### src/rtl/extended_euclid_bezout_assert.svh
// Assertion macros for the block's top-level module.
`ifndef EXTENDED_EUCLID_BEZOUT_ASSERT_SVH
`define EXTENDED_EUCLID_BEZOUT_ASSERT_SVH

// Same-cycle implication, checked outside reset.
`define EEB_ASSERT_NOW(lbl, clk, rst, ante, cons, msg) \
  lbl: assert property (@(posedge clk) disable iff (rst) (ante) |-> (cons)) else $error(msg);

// Next-cycle implication, checked outside reset.
`define EEB_ASSERT_NEXT(lbl, clk, rst, ante, cons, msg) \
  lbl: assert property (@(posedge clk) disable iff (rst) (ante) |=> (cons)) else $error(msg);

`endif

### src/rtl/eeb_pkg.sv
`timescale 1ns / 1ps

package eeb_pkg;

  localparam int WORD_WIDTH = 32;
  localparam int CNT_W      = $clog2(WORD_WIDTH);

  typedef logic [WORD_WIDTH-1:0] word_t;

  // one quotient bit, MSB first, from the divider
  typedef struct packed {
    logic valid;
    logic qb;
    logic last;
  } qbit_t;

  // control from the sequencer to a coefficient unit
  typedef struct packed {
    logic init;
    logic clear;
    logic acc;
    logic qb;
    logic update;
  } coef_ctl_t;

endpackage

### src/rtl/eeb_divider.sv
`timescale 1ns / 1ps

module eeb_divider import eeb_pkg::*; (
  input  logic  clk,
  input  logic  rst,
  input  logic  start,
  input  word_t dividend,
  input  word_t divisor,
  output qbit_t qbit,
  output word_t remainder
);

  localparam logic [1:0] PH_IDLE  = 2'd0;
  localparam logic [1:0] PH_ALIGN = 2'd1;
  localparam logic [1:0] PH_SUB   = 2'd2;

  logic [1:0]       phase;
  word_t            rem;
  word_t            dv;
  logic [CNT_W-1:0] cnt;

  logic                can_shift;
  logic                ge;
  logic [WORD_WIDTH:0] dv_dbl;

  // divisor may move up one place if it stays within the word and does not exceed rem
  assign dv_dbl    = {dv, 1'b0};
  assign can_shift = !dv[WORD_WIDTH-1] && (dv_dbl <= {1'b0, rem});
  assign ge        = (rem >= dv);

  always_comb begin
    qbit.valid = (phase == PH_SUB);
    qbit.qb    = ge;
    qbit.last  = (cnt == '0);
  end

  assign remainder = rem;

  always_ff @(posedge clk) begin
    if (rst) begin
      phase <= PH_IDLE;
    end else begin
      case (phase)
        PH_IDLE: begin
          if (start) begin
            phase <= PH_ALIGN;
          end
        end
        PH_ALIGN: begin
          if (!can_shift) begin
            phase <= PH_SUB;
          end
        end
        PH_SUB: begin
          if (cnt == '0) begin
            phase <= PH_IDLE;
          end
        end
        default: phase <= PH_IDLE;
      endcase
    end
  end

  always_ff @(posedge clk) begin
    if (start) begin
      rem <= dividend;
      dv  <= divisor;
      cnt <= '0;
    end else if (phase == PH_ALIGN) begin
      if (can_shift) begin
        dv  <= dv_dbl[WORD_WIDTH-1:0];
        cnt <= cnt + 1'b1;
      end
    end else if (phase == PH_SUB) begin
      if (ge) begin
        rem <= rem - dv;
      end
      if (cnt != '0) begin
        dv  <= {1'b0, dv[WORD_WIDTH-1:1]};
        cnt <= cnt - 1'b1;
      end
    end
  end

endmodule

### src/rtl/eeb_coef.sv
`timescale 1ns / 1ps

module eeb_coef import eeb_pkg::*; (
  input  logic      clk,
  input  coef_ctl_t ctl,
  input  word_t     init_a,
  input  word_t     init_b,
  output word_t     coef
);

  word_t cur_a;   // coefficient of the dividend
  word_t cur_b;   // coefficient of the divisor
  word_t prod;    // cur_b * quotient, built MSB first

  always_ff @(posedge clk) begin
    if (ctl.init) begin
      cur_a <= init_a;
      cur_b <= init_b;
    end else if (ctl.update) begin
      cur_a <= cur_b;
      cur_b <= cur_a - prod;
    end
    if (ctl.clear) begin
      prod <= '0;
    end else if (ctl.acc) begin
      prod <= {prod[WORD_WIDTH-2:0], 1'b0} + (ctl.qb ? cur_b : '0);
    end
  end

  assign coef = cur_a;

endmodule

### src/rtl/extended_euclid_bezout.sv
`timescale 1ns / 1ps
// Extended Euclid: gcd and Bezout coefficients of two unsigned words.
// Each division step loads the divider, shifts the divisor up to align it, subtracts
// while streaming quotient bits MSB first, then updates remainders and coefficients.
// One item at a time: a new input is taken only after the last result reaches the output register.
// Reset (rst, synchronous) clears the sequencer and output valid; data registers keep values.

module extended_euclid_bezout import eeb_pkg::*; (
  input  logic                         clk,
  input  logic                         rst,
  input  logic                         in_valid,
  output logic                         in_ready,
  input  logic        [WORD_WIDTH-1:0] a_value,
  input  logic        [WORD_WIDTH-1:0] b_value,
  output logic                         out_valid,
  input  logic                         out_ready,
  output logic        [WORD_WIDTH-1:0] gcd_value,
  output logic signed [WORD_WIDTH-1:0] coef_a,
  output logic signed [WORD_WIDTH-1:0] coef_b
);

`include "extended_euclid_bezout_assert.svh"

  // sequencer states
  localparam logic [2:0] ST_IDLE = 3'd0;  // waiting for an input transfer
  localparam logic [2:0] ST_LOAD = 3'd1;  // start divider, clear products
  localparam logic [2:0] ST_DIV  = 3'd2;  // quotient bits stream out
  localparam logic [2:0] ST_UPD  = 3'd3;  // shift remainders and coefficients
  localparam logic [2:0] ST_FIN  = 3'd4;  // hand result to output register

  localparam word_t ONE  = word_t'(1);
  localparam word_t ZERO = '0;

  logic [2:0] state;
  word_t      rem_hi;   // current dividend
  word_t      rem_lo;   // current divisor

  qbit_t      qbit;
  word_t      div_rem;
  coef_ctl_t  cctl;
  word_t      x_coef;
  word_t      y_coef;

  logic in_xfer;
  logic out_load;

  assign in_ready = (state == ST_IDLE);
  assign in_xfer  = in_valid && in_ready;
  // output register is free or drains this cycle
  assign out_load = (state == ST_FIN) && (!out_valid || out_ready);

  always_comb begin
    cctl.init   = in_xfer;
    cctl.clear  = (state == ST_LOAD);
    cctl.acc    = qbit.valid;
    cctl.qb     = qbit.qb;
    cctl.update = (state == ST_UPD);
  end

  // shift-subtract divider, one quotient bit per cycle once the divisor is aligned
  eeb_divider u_div (
    .clk       (clk),
    .rst       (rst),
    .start     (state == ST_LOAD),
    .dividend  (rem_hi),
    .divisor   (rem_lo),
    .qbit      (qbit),
    .remainder (div_rem)
  );

  // coefficient of a: starts (1, 0)
  eeb_coef u_coef_x (
    .clk    (clk),
    .ctl    (cctl),
    .init_a (ONE),
    .init_b (ZERO),
    .coef   (x_coef)
  );

  // coefficient of b: starts (0, 1)
  eeb_coef u_coef_y (
    .clk    (clk),
    .ctl    (cctl),
    .init_a (ZERO),
    .init_b (ONE),
    .coef   (y_coef)
  );

  always_ff @(posedge clk) begin
    if (rst) begin
      state     <= ST_IDLE;
      out_valid <= 1'b0;
    end else begin
      // drained with no new result behind it
      if (out_valid && out_ready && !out_load) begin
        out_valid <= 1'b0;
      end
      case (state)
        ST_IDLE: begin
          if (in_valid) begin
            // zero divisor: result is (a, 1, 0) straight away
            state <= (b_value == '0) ? ST_FIN : ST_LOAD;
          end
        end
        ST_LOAD: state <= ST_DIV;
        ST_DIV: begin
          if (qbit.valid && qbit.last) begin
            state <= ST_UPD;
          end
        end
        ST_UPD: state <= (div_rem == '0) ? ST_FIN : ST_LOAD;
        ST_FIN: begin
          if (out_load) begin
            out_valid <= 1'b1;
            state     <= ST_IDLE;
          end
        end
        default: state <= ST_IDLE;
      endcase
    end
  end

  // datapath registers
  always_ff @(posedge clk) begin
    if (in_xfer) begin
      rem_hi <= a_value;
      rem_lo <= b_value;
    end else if (state == ST_UPD) begin
      rem_hi <= rem_lo;
      rem_lo <= div_rem;
    end
    if (out_load) begin
      gcd_value <= rem_hi;
      coef_a    <= $signed(x_coef);
      coef_b    <= $signed(y_coef);
    end
  end

  `EEB_ASSERT_NEXT(a_accept_leaves_idle, clk, rst, in_xfer, (state == ST_LOAD) || (state == ST_FIN), "accepted transfer did not start work")
  `EEB_ASSERT_NOW(a_qbit_in_div, clk, rst, qbit.valid, state == ST_DIV, "quotient bit outside divide state")
  `EEB_ASSERT_NOW(a_divisor_nonzero, clk, rst, (state == ST_UPD) || (state == ST_LOAD), rem_lo != '0, "division step with zero divisor")
  `EEB_ASSERT_NEXT(a_fin_loads_out, clk, rst, out_load, out_valid && (state == ST_IDLE), "result not registered")

endmodule

### config.mk
export PLATFORM = sky130hd
export DESIGN_NAME = extended_euclid_bezout
export DESIGN_NICKNAME = d
export VERILOG_FILES = /design/src/rtl/eeb_pkg.sv /design/src/rtl/eeb_divider.sv /design/src/rtl/eeb_coef.sv /design/src/rtl/extended_euclid_bezout.sv
export VERILOG_INCLUDE_DIRS = /design/src /design/src/rtl
export SDC_FILE = /design/constraint.sdc
export NUM_CORES = 1
export LEC_CHECK = 0
export ABC_AREA = 1
export CORE_MARGIN = 2
export CORE_UTILIZATION = 50
export DETAILED_ROUTE_END_ITERATION = 10
export DONT_BUFFER_PORTS = 1
export SYNTH_ARGS = -nofsm -noshare
export SYNTH_HDL_FRONTEND = slang
export SYNTH_HIERARCHICAL = 1
export SYNTH_SLANG_ARGS = --single-unit
### constraint.sdc
create_clock -name clk -period 6.8 [get_ports clk]
set_input_delay 0.68 -clock clk [delete_from_list [all_inputs] [get_ports clk]]
set_output_delay 0.68 -clock clk [all_outputs]
set_load 0.01 [all_outputs]
=== Yosys cells after proc, flatten, opt, wreduce, memory -nomap -nowiden ===
Index checks and enable logic that the tools add are counted.

* Flip-flop bits (word level): 427
* Bits in latches: 0
* Bits in writable memories: 0
* ROM bits: 0
* Bits of input ports: 68
* Output and inout port bits: 98
* Logic and storage cells: 101
* Memories kept: 0

* Add/subtract/negate cells: 7
* Multiply operators: 0
* Div/mod/pow operators: 0
* $lt $le $gt $ge: 2
* Equality and inequality tests: 15
* Shift operators: 0
* Muxes and demuxes: 32
* Bitwise gates (word level): 0
* Reduce and logical (&&, ||, !) cells: 28

{| class="wikitable"
|+ Operators with widths
! kind !! number
|-
| 32-bit 2-to-1 mux || 15
|-
| 32-bit subtractor || 3
|-
| 32-bit adder || 2
|-
| 32-bit zero test || 2
|-
| 33-bit by 32-bit less-or-equal comparator with 1-bit output || 1
|-
| 32-bit >= comparator || 1
|-
| 5-bit 2-to-1 mux || 4
|-
| 3-bit 2-to-1 mux || 5
|-
| 3-bit case mux with 5 select lines || 1
|-
| 3-bit AND reduction || 5
|-
| 2-bit inequality test, second input constant || 5
|-
| 2-bit nonzero test || 5
|-
| 3-bit by 2-bit == test with 1-bit output, second input constant || 2
|-
| 1-bit logical AND || 6
|-
| 2-bit 2-to-1 mux || 3
|-
| 2-bit by 1-bit inequality test with 1-bit output, second input constant || 3
|-
| 2-bit case mux with 3 select lines || 1
|-
| 3-bit nonzero test || 2
|-
| 5-bit by 1-bit adder with 5-bit output, second input constant || 1
|-
| 5-bit zero test || 1
|-
| 5-bit nonzero test || 1
|-
| 5-bit by 1-bit subtractor with 5-bit output, second input constant || 1
|-
| 3-bit by 1-bit == test with 1-bit output, second input constant || 1
|-
| 3-bit == test, second input constant || 1
|-
| 8 further kinds || 12
|}

=== Logic depth before layout (Yosys ltp) ===
* Depth in word-level cells: 8
* Depth in mapped cells: 27
* Mapped depth without buffers: 25

=== Cells and area by module ===
Netlist, hierarchy kept.

{| class="wikitable"
|+ Modules (own cells, without submodules)
! module !! instances !! cells an instance !! area each (µm²) !! seq. area each (µm²)
|-
| eeb_coef || 2 || 1395 || 8557.0 || 2562.5
|-
| eeb_divider || 1 || 848 || 6351.1 || 2062.0
|-
| extended_euclid_bezout || 1 || 467 || 6092.1 || 4884.7
|}

=== Least setup slack after synthesis ===
No wires, ideal clock.

* Kind: in2reg
* Start: in out_ready
* End: reg coef_a[0], enable pin
* Data arrival time: 5392 ps
* Path slack: 825 ps
* Stages on the path: 2
* Path through: inv_1 > a21oi_1

* Word-level cells in the longest chain between the ends: 2

{| class="wikitable"
|+ RTL lines
! item !! line !! source
|-
| from (decl) || extended_euclid_bezout.sv:16 || <nowiki>input logic out_ready,</nowiki>
|-
| 1-bit logical OR || extended_euclid_bezout.sv:50 || <nowiki>assign out_load = (state == ST_FIN) && (!out_valid || out_ready);</nowiki>
|-
| 1-bit logical AND || extended_euclid_bezout.sv:50 ||
|-
| via out_load || extended_euclid_bezout.sv:45 || <nowiki>logic out_load;</nowiki>
|-
| to (signal assigned) || extended_euclid_bezout.sv:134 || <nowiki>coef_a <= $signed(x_coef);</nowiki>
|-
| to (decl) || extended_euclid_bezout.sv:18 || <nowiki>output logic signed [WORD_WIDTH-1:0] coef_a,</nowiki>
|}

The timed path passes the listed nets, and every way through them passes these cells.
A chain may end at the register's enable or synchronous reset.

==> metrics.md <==
| Metric | Value |
|---|---|
| Setup TNS | 0 ps |
| Maximum vdd drop | roughly 0.30 mV |
| Total GRT Usage | 0.2808 |
| Synthesized cell area | approximately 30000 µm² |
| Initial antenna violation count | 0 |
| Drt total wl | 84.98 mm |
| Gp weighted congestion | around 0.95 |
| Library cells used by synthesis | 49 |
| Finish-stage setup viols | 0 |
| Final setup margin | about 1900 ps |
| Layout cells sized above 1 | 0.04351 |
| Initial Utilization | 0.5037 |
| # IOs | between 150 and 200 |
| Ant diodes | 0 |
| Reg2reg path depth | 22 |
| Lkg Pwr | ~0.017 µW |
| Tot Pwr | 19320 µW |
| CP max stage cell | nand3_2 |
| Asr flop ratio synth | 0 |
| Synth Area in XOR/XNOR | 0.01600 |
| R2R Path Start | u_div/remainder[17]$_DFFE_PP_ |
| Cell count after placement | just under 5000 |
| Largest family of logic cells by synthesized area | simple AND/OR/NAND/NOR gates |
| Top FF cell, synth | edfxtp_1 |
| Skew final | between 20 and 30 ps |
| Post-synthesis sequential area ratio | 0.4084 |
| Worst Hold End | state[1]$_SDFFE_PP0P_ |
| Post-synthesis compound-gate area fraction | 0.08297 |
| CP bufs+invs | 3 |
| Largest net degree at the start of global routing | 88 |
| DIE WIDTH | between 200 and 250 µm |
| Top cell family by delay on the critical path | simple AND/OR/NAND/NOR gates |
| Final Hold Viols | 0 |
| Min cycle time layout | roughly 5000 ps |
| Vias in the first global route | about 24000 |
| Total CTS buffers | 50 |
| Reg-to-reg endpoint | u_coef_x/prod[25]$_SDFFE_PP0P_ |
| CP peak stage delay | 760 ps |
| Number of synthesized register bits | about 430 |
| Worst Path Arrival | between 5000 and 6000 ps |
| Htree depth | 2 |
| Crit Path Class | reg -> reg |
| Slew Limit Fails | 0 |
| Worst hold path startpoint | rst |
| Status | finished clean |
| Hold path cells | 1 |
| # port buffers | 0 |
| CTS hold repair buffers | 0 |
| Area contributors post-synth | edfxtp_1, nand2_1, inv_1 |
| Root buf cell | clkbuf_16 |
| Vias | ~26000 |
| Yosys warns | 6 |
| Adder-cell share of the synthesized area | 0.08534 |
| Most common cell after layout, fill and taps aside | nand2_1 |
| CP required | approximately 7300 ps |
| Clock Tree Buf Depth | 3 |
| Top cell type's share of synthesized area | 0.3576 |
| CTS tree | yes |
| Initial DRC Count | 2095 |
| Final ANT Viol Nets | 0 |
| Most used cell, CP | nand2_1 |
| Most frequent cells in the layout | nand2_1, inv_1, edfxtp_1, nor2_1, a21oi_1 |
| RSZ-0062 raised after global routing | false |
| Clock Latency Late Sink | around 620 ps |
| Nets | 4483 |
| First-pass GRT wire length | approximately 130 mm |
| P&R area growth vs syn | 9.808% |
| R2R Setup Slk | 1910 ps |
| Die ar. | 61080 µm² |
| HPWL after detailed placement | 64.25 mm |
| DRC viols | 0 |
| Height of the die | roughly 250 µm |
| Final Cycle Share | 0.7191 |
| Max-cap violation count | 0 |
| Setup WS pre-CTS | approximately 1900 ps |
| Worst-Margin Slew | ~1000 ps |
| First drt pass iteration count | 9 |
| Clk slew on worst S/H paths | 70 ps |
| Slew HR | 0.3082 |
| Final cell count without fillers | about 5000 |
| Drt wl/cell | between 15 and 20 µm |
| Post_cts resized | 0 |
| Synth Area in Simple Gates | 0.3057 |
| Total core area | 58690 µm² |
| CP Launch Point | u_div/remainder[17]$_DFFE_PP_ |
| Clock net sink count | around 430 |
| Vias per inst | just over 5 |
| Fmax | around 200 MHz |
| Multiplexer share of the synthesized area | 0 |
| Crit path capture type | flop |
| Final core occ | 0.5531 |
| Hold WC Path Type | in -> reg |
| Synthesized area per cell | roughly 7.2 µm² |
| EDFF count, synth | between 300 and 400 |
| Worst path cell trace | ha_1, a21oi_1, o21ai_0, nand2_1, nand2_1, a221oi_1, nand3_2, buf_4, nand2_1, inv_1, ha_1, fa_1, nand3_1, nand3_1, nand2_1, nand2_1, nand3_1, nand3_1, nand2_1, nand3_1, nand2_1, inv_1 |
| Post-synth top area cell | edfxtp_1 |
| Placement row count | 89 |
| # Post-CTS Setup Buffers | 0 |
| Post-Synthesis Cells | 4105 |
| CP max FO | 34 |
| Crit path launch type | flop |
| Grt total ovfl | 0 |
| P per Cell Area | approximately 600 nW/µm² |
-- cells in the mapped netlist (all sizes together) (16+ instances only) --
master  number
dfxtp       75
nor2       282
o221ai      29
ha         192
nand3      219
nor3        24
buf         22
o21bai      25
nand4       26
edfxtp     352
o21ai      121
or2         27
nand2     1612
inv        694
a21oi      223
xor2        38
xnor2       16
clkbuf      63
-- worst max-delay path by stage --
stage                     cells after the start  slack, ps                        endpoint
after floorplan                               2        820             coef_a[0]$_DFFE_PP_
after global placement                       22       2070  u_coef_x/prod[29]$_SDFFE_PP0P_
after detailed placement                     22       1940  u_coef_x/prod[29]$_SDFFE_PP0P_
after CTS                                    22       1930  u_coef_x/prod[21]$_SDFFE_PP0P_
after global routing                         22       1510  u_coef_x/prod[25]$_SDFFE_PP0P_
final                                        22       1910  u_coef_x/prod[25]$_SDFFE_PP0P_
-- stage by stage --
stage	cell area (µm²)	hold slack (ps)
global placement	30790	432.7
detailed placement	30790	444.7
global route	32460	94.62
floorplan	30030	426.4
CTS	32460	95.28
finish	32460	128.3
-- where the power goes --
part,internal (µW),switching [µW]
clock,1620,1150
combinational,3770,7640
sequential,4360,781
-- cells by family (layout without fill, tap and decap cells) --
logic type	Yosys count	in the layout
compound gates	428	428
xor+xnor	54	54
fa+ha+maj	198	198
buf+inv	779	800
flops	427	427
other cells	2	128
simple gates	2217	2217
-- routing by layer --
layer  track usage  routed length, µm  part of all wire
met4       0.07229               1984             0.023
met3       0.03701               5243             0.062
met5             0                  0                 0
met1        0.4117              41270              0.49
met2        0.4357              36470              0.43
-- sequential cells by signal (all words and copies together), names as in the netlist --
signal,flops
coef_b,32
u_div/dv,32
u_div/cnt,5
u_coef_y/prod,32
u_div/phase,2
out_valid,1
u_div/remainder,32
u_coef_y/cur_b,32
u_coef_y/coef,32
rem_lo,32
state,3
rem_hi,32
u_coef_x/coef,32
coef_a,32
gcd_value,32
u_coef_x/prod,32
u_coef_x/cur_b,32
-- area by class of cell --
type	instances	area [µm²]
Timing Repair Buffer	19	142.6
Inverter	694	2610
Sequential cell	427	12070
Clock inverter	29	386.6
Multi-Input combinational cell	3025	15000
Fill cell	5751	26230
Tap cell	773	967.2
Clock buffer	58	1281
No activity file was read; power rests on OpenSTA's default activity.
